[src/sv/ultrasonic_echo_ranger_bar_macros.svh]
// Assertion helpers for the ranging controller
`ifndef ULTRASONIC_ECHO_RANGER_BAR_MACROS_SVH
`define ULTRASONIC_ECHO_RANGER_BAR_MACROS_SVH

// Same-cycle implication, sampled on the block clock outside reset
`define UERB_ASSERT_SAME(label, ante, cons, msg) \
    label: assert property (@(posedge i_clk) disable iff (!i_rst_n) (ante) |-> (cons)) \
        else $error(msg);

// Next-cycle implication, sampled on the block clock outside reset
`define UERB_ASSERT_NEXT(label, ante, cons, msg) \
    label: assert property (@(posedge i_clk) disable iff (!i_rst_n) (ante) |=> (cons)) \
        else $error(msg);

`endif

[src/sv/uerb_pkg.sv]
package uerb_pkg;

    // Field and register widths
    localparam int TICK_W  = 16;
    localparam int CPT_W   = 6;
    localparam int DIST_W  = TICK_W + CPT_W;
    localparam int STEP_W  = 19;
    localparam int BAR_W   = 8;
    localparam int PHC_W   = 8;
    localparam int ADDR_W  = 5;
    localparam int DATA_W  = 32;

    localparam int BAR_SEGMENTS_DEF = 8;

    // Register reset values
    localparam logic [PHC_W-1:0]  SETTLE_RST  = 8'd1;
    localparam logic [PHC_W-1:0]  TRIGGER_RST = 8'd4;
    localparam logic [TICK_W-1:0] TIMEOUT_RST = 16'd2100;
    localparam logic [CPT_W-1:0]  CPT_RST     = 6'd49;
    localparam logic [STEP_W-1:0] STEP_RST    = 19'd12800;

    // Register map indexes (byte address / 4)
    typedef logic [2:0] t_reg_idx;
    localparam t_reg_idx REG_SETTLE  = 3'd0;
    localparam t_reg_idx REG_TRIGGER = 3'd1;
    localparam t_reg_idx REG_TIMEOUT = 3'd2;
    localparam t_reg_idx REG_CPT     = 3'd3;
    localparam t_reg_idx REG_STEP    = 3'd4;

    typedef enum logic [2:0] {
        PH_IDLE,
        PH_SETTLE,
        PH_TRIG,
        PH_WAIT,
        PH_COUNT
    } t_phase;

    // Scaled result of one measurement
    typedef struct packed {
        logic [DIST_W-1:0] distance;
        logic [BAR_W-1:0]  bar;
    } t_meas;

endpackage

[src/sv/uerb_bar_calc.sv]
module uerb_bar_calc
    import uerb_pkg::*;
#(
    parameter int BAR_SEGMENTS = BAR_SEGMENTS_DEF
) (
    input  logic [TICK_W-1:0] i_ticks,
    input  logic [CPT_W-1:0]  i_cm_per_tick,
    input  logic [STEP_W-1:0] i_bar_step,
    output t_meas             o_meas
);

    localparam int MULT_W = STEP_W + $clog2(BAR_SEGMENTS);
    localparam int CMP_W  = (MULT_W > DIST_W) ? MULT_W : DIST_W;

    logic [DIST_W-1:0]             distance;
    logic [STEP_W-1:0]             step_eff;
    logic [BAR_SEGMENTS-1:0]       lit;
    logic [BAR_W+BAR_SEGMENTS-1:0] lit_ext;

    // Scale echo ticks to distance in 1/1024 cm
    assign distance = DIST_W'(i_ticks) * DIST_W'(i_cm_per_tick);

    // Treat a zero step as one
    assign step_eff = (i_bar_step == '0) ? STEP_W'(1) : i_bar_step;

    // Light segment k once the distance reaches k steps; segment 0 is always lit
    assign lit[0] = 1'b1;
    for (genvar k = 1; k < BAR_SEGMENTS; k++) begin : g_seg
        logic [CMP_W-1:0] threshold;
        assign threshold = CMP_W'(k) * CMP_W'(step_eff);
        assign lit[k]    = CMP_W'(distance) >= threshold;
    end

    // Keep the low bar bits only
    assign lit_ext = {BAR_W'(0), lit};

    assign o_meas.distance = distance;
    assign o_meas.bar      = lit_ext[BAR_W-1:0];

endmodule

[config.mk]
export PLATFORM = sky130hd
export DESIGN_NAME = uerb_bar_calc
export DESIGN_NICKNAME = d
export VERILOG_FILES = /design/src/sv/ultrasonic_echo_ranger_bar_macros.svh /design/src/sv/uerb_pkg.sv /design/src/sv/uerb_bar_calc.sv
export SDC_FILE = /design/constraint.sdc
export NUM_CORES = 1
export LEC_CHECK = 0
export ABC_AREA = 0
export ABC_CLOCK_PERIOD_IN_PS = 10900
export BUFFER_PORTS_ARGS = -buffer_cell sky130_fd_sc_hd__buf_4
export CAP_MARGIN = 20
export CORE_MARGIN = 2
export CORE_UTILIZATION = 50
export DETAILED_ROUTE_END_ITERATION = 10
export GPL_TIMING_DRIVEN = 1
export PLACE_DENSITY = 0.68
export REMOVE_ABC_BUFFERS = 1
export SYNTH_ARGS = -nofsm -noshare
export SYNTH_HDL_FRONTEND = slang
export SYNTH_SLANG_ARGS = --single-unit
[constraint.sdc]
create_clock -name vclk -period 10.9
set_input_delay 1.09 -clock vclk [all_inputs]
set_output_delay 1.09 -clock vclk [all_outputs]
set_load 0.02 [all_outputs]
# ---- After elaboration in Yosys (flattened, before gate mapping)
# Index checks and enable logic that the tools add are counted.
dict set report word_totals {
  ff_bits 0
  inputBits 41
  out_inout_bits 30
  word_cells 14
}
dict set report op_classes {
  mul 5
  order_cmp 7
  mux 1
  reduce_logical 1
}
# cell count
set ops {}
lappend ops {{22-bit greater-or-equal comparator} 3}
lappend ops {{22-bit by 21-bit greater-or-equal comparator with 1-bit output} 2}
lappend ops {{3-bit by 19-bit multiplier with 22-bit output, first input constant} 2}
lappend ops {{2-bit by 19-bit multiplier with 21-bit output, first input constant} 2}
lappend ops {{22-bit by 19-bit greater-or-equal comparator with 1-bit output} 1}
lappend ops {{22-bit by 20-bit greater-or-equal comparator with 1-bit output} 1}
lappend ops {{16-bit by 6-bit multiplier with 22-bit output} 1}
lappend ops {{19-bit zero test} 1}
lappend ops {{19-bit 2-to-1 mux} 1}

# ---- Depth between registers and ports, before layout
dict set report logic_depth {
  word_depth 4
  ltp_mapped 29
  mapped_depth_nobuf 29
}

# ---- Least setup slack after synthesis
# Ideal clock, no wire load.
dict set report synth_path {
  path_kind {input -> output}
  from {input i_cm_per_tick[2]}
  to {output o_meas[6] in the netlist's numbering}
  arrival_time_ns 7.270
  required_ns 9.810
  path_slack_ns 2.540
  stages 26
  n_path_buf 1
  cell_sequence {clkbuf_1 > and2_1 > fa_1 > inv_1 > fa_1 > fa_1 > inv_1 > ha_1 > a21o_1 > a21o_1 > a2111oi_4 > nor2_1 > a21oi_1 > xnor2_1 > ha_1 > a21o_1 > a21oi_1 > nor2b_1 > a2111oi_0 > o221ai_1 > a21oi_1 > nand2_1 > a311o_1 > maj3_1 > a21oi_1 > o21ai_0}
}
# item line
set synth_lines {}
lappend synth_lines {{start: declaration} uerb_bar_calc.sv:7} ;# input logic [CPT_W-1:0] i_cm_per_tick,
lappend synth_lines {{end: declaration} uerb_bar_calc.sv:9} ;# output t_meas o_meas

==> flow_summary.json <==
{
  "die_y_um": 137,
  "dp_hpwl_mm": 17.1,
  "worst_ep_required_time_ns": 9.81,
  "power_per_cell_area_mw_per_mm2": 245,
  "synth-simple-area-share_pct": 17.2,
  "mostFrequentLayoutCell": "ha_1",
  "critPathSlowestCell": "nor4_1",
  "grt_pass1_vias": 7410,
  "cp-end-kind": "output pin",
  "period_share_pct": 81.6,
  "io_pins": 71,
  "grt_use_total_pct": 22.1,
  "cp_max_fo": 11,
  "place_congestion": 0.854,
  "crit_path_start_kind": "input pin",
  "start_util_pct": 51.3,
  "cts_setup_buffers": 0,
  "syn2layout_area_growth_pct": 8.87,
  "die_area_mm2": 0.0189,
  "arrival_ns": 7.80,
  "worstMarginPinSlew_ns": 0.950,
  "wl_per_cell_um": 14.6,
  "leakage_nw": 5.08,
  "antenna_cells": 0,
  "layout_common_cells": "ha_1 (220), inv_1 (143), and2_1 (91), buf_4 (78), fa_1 (77)",
  "portBuffers": 70,
  "finalSetupViolCount": 0,
  "min_path_type": "in2out",
  "yosys.area_share.adder_pct": 48.9,
  "syn_inst": 1083,
  "routed_wl_mm": 19.9,
  "ys_warn_count": 0,
  "synth_top_family_by_area": "adder cells",
  "status": "completed",
  "yosys.area_share.xor_xnor_pct": 6.12,
  "fmax_mhz": 112,
  "clockBufferCount": 0,
  "ys_types": 63,
  "slew_headroom_pct": 36.1,
  "post_cts_resized": 0,
  "synthesis.area_mm2": 0.00890,
  "overflow": 0,
  "finalHoldViolCount": 0,
  "crit_cells": 29,
  "tns_ns": 0,
  "grt_max_degree": 18,
  "dr.pass1.iters": 5,
  "grt_setup_unrepaired": "no",
  "min_from": "i_ticks[0]",
  "vdd_drop_max_uv": 176,
  "avgSynthCellArea_um2": 8.21,
  "final_nets": 1479,
  "drtIter0Drc": 356,
  "yosysSeqAreaShare_pct": 0,
  "register_area_um2": 0,
  "critPathMaxStageDelay_ns": 0.74,
  "maxCapViolations": 0,
  "cp.buffers_inverters": 4,
  "crit_type": "in2out",
  "coreArea_mm2": 0.0174,
  "die_width_um": 137,
  "rows": 48,
  "min_path_cells": 4,
  "synthMuxAreaShare_pct": 0,
  "antenna_found_initial": 0,
  "vias": 7568,
  "seq_cells": 0,
  "fin_total_pwr_mw": 2.37,
  "cts_hold_buf": 0,
  "period_minus_slack_ns": 8.89,
  "antenna_left": 0,
  "synth_compound_area_share_pct": 20.7,
  "drive_above_1_share_pct": 8.60,
  "drc": 0,
  "path_delay_family": "compound AO/OA/AOI/OAI gates",
  "drv_slew": 0,
  "cp-startpoint": "i_bar_step[13]",
  "grt_pass1_wl_mm": 34.8,
  "avgViaCountPerCell": 5.55
}
## layout make-up
class | count | area [um2]
fillers | 1640 | 7670
inverters | 143 | 537
multi-input cells | 917 | 8270
well taps | 225 | 282
repair buffers | 79 | 598
## routing by layer
metal	GRT usage, %	vias up	wire length [um]
met1	32.8	3538	10300
met3	0.405	8	607
met2	37.6	103	8860
li1	-	3919	-
met5	0	-	0
met4	1.09	0	122
## through the flow
stage	hold slack [ns]	cells	utilization, %	worst slack [ns]	cell area, um2
6_report	2.64	1364	55.8	2.01	9690
5_1_grt	2.69	1364	55.8	1.55	9690
4_1_cts	2.66	1363	55.7	2.09	9670
3_5_place_dp	2.66	1363	55.7	2.13	9670
3_3_place_gp	2.65	1363	55.7	2.25	9670
2_1_floorplan	2.36	1060	-	2.68	8810
## worst min-delay path, cell delays in order
cell,delay [ns]
buf_4,0.12
nand2_1,0.13
inv_1,0.08
buf_4,0.13
## cell families after synthesis
logic type               after synthesis
buffers and inverters                166
XOR/XNOR                              60
adder cells (fa/ha/maj)              303
other                                  1
AO/OA/AOI/OAI                        273
AND/OR/NAND/NOR                      280
## cells in the mapped netlist (all sizes together), types with 7 or more instances
library cell | count | area share, %
ha | 220 | 31
a21oi | 69 | 4.0
nand3 | 12 | 0.68
a21o | 43 | 3.6
nor2b | 14 | 0.98
o21a | 16 | 1.4
nor2 | 33 | 1.4
xor2 | 25 | 2.5
fa | 77 | 17
clkbuf | 22 | 0.93
nand2b | 17 | 1.2
a21boi | 7 | 0.59
xnor2 | 35 | 3.7
a211oi | 10 | 0.84
o21bai | 9 | 0.76
o21ai | 52 | 3.0
and2 | 93 | 6.5
a31oi | 12 | 0.84
inv | 143 | 6.0
nor3 | 16 | 0.90
nand4 | 9 | 0.63
or2 | 7 | 0.49
nand2 | 52 | 2.2
a2111oi | 9 | 1.1
## worst paths after layout
check,to,slack (ns)
worst max-delay path,o_meas[7],2.01
worst min-delay path,o_meas[8],2.64
## report_power, final
part	internal (mW)	switching, mW	leakage, nW
combinational	1.04	1.33	5.08
sequential	0	0	0
clock	0	0	0
No activity file was read; power rests on OpenSTA's default activity.
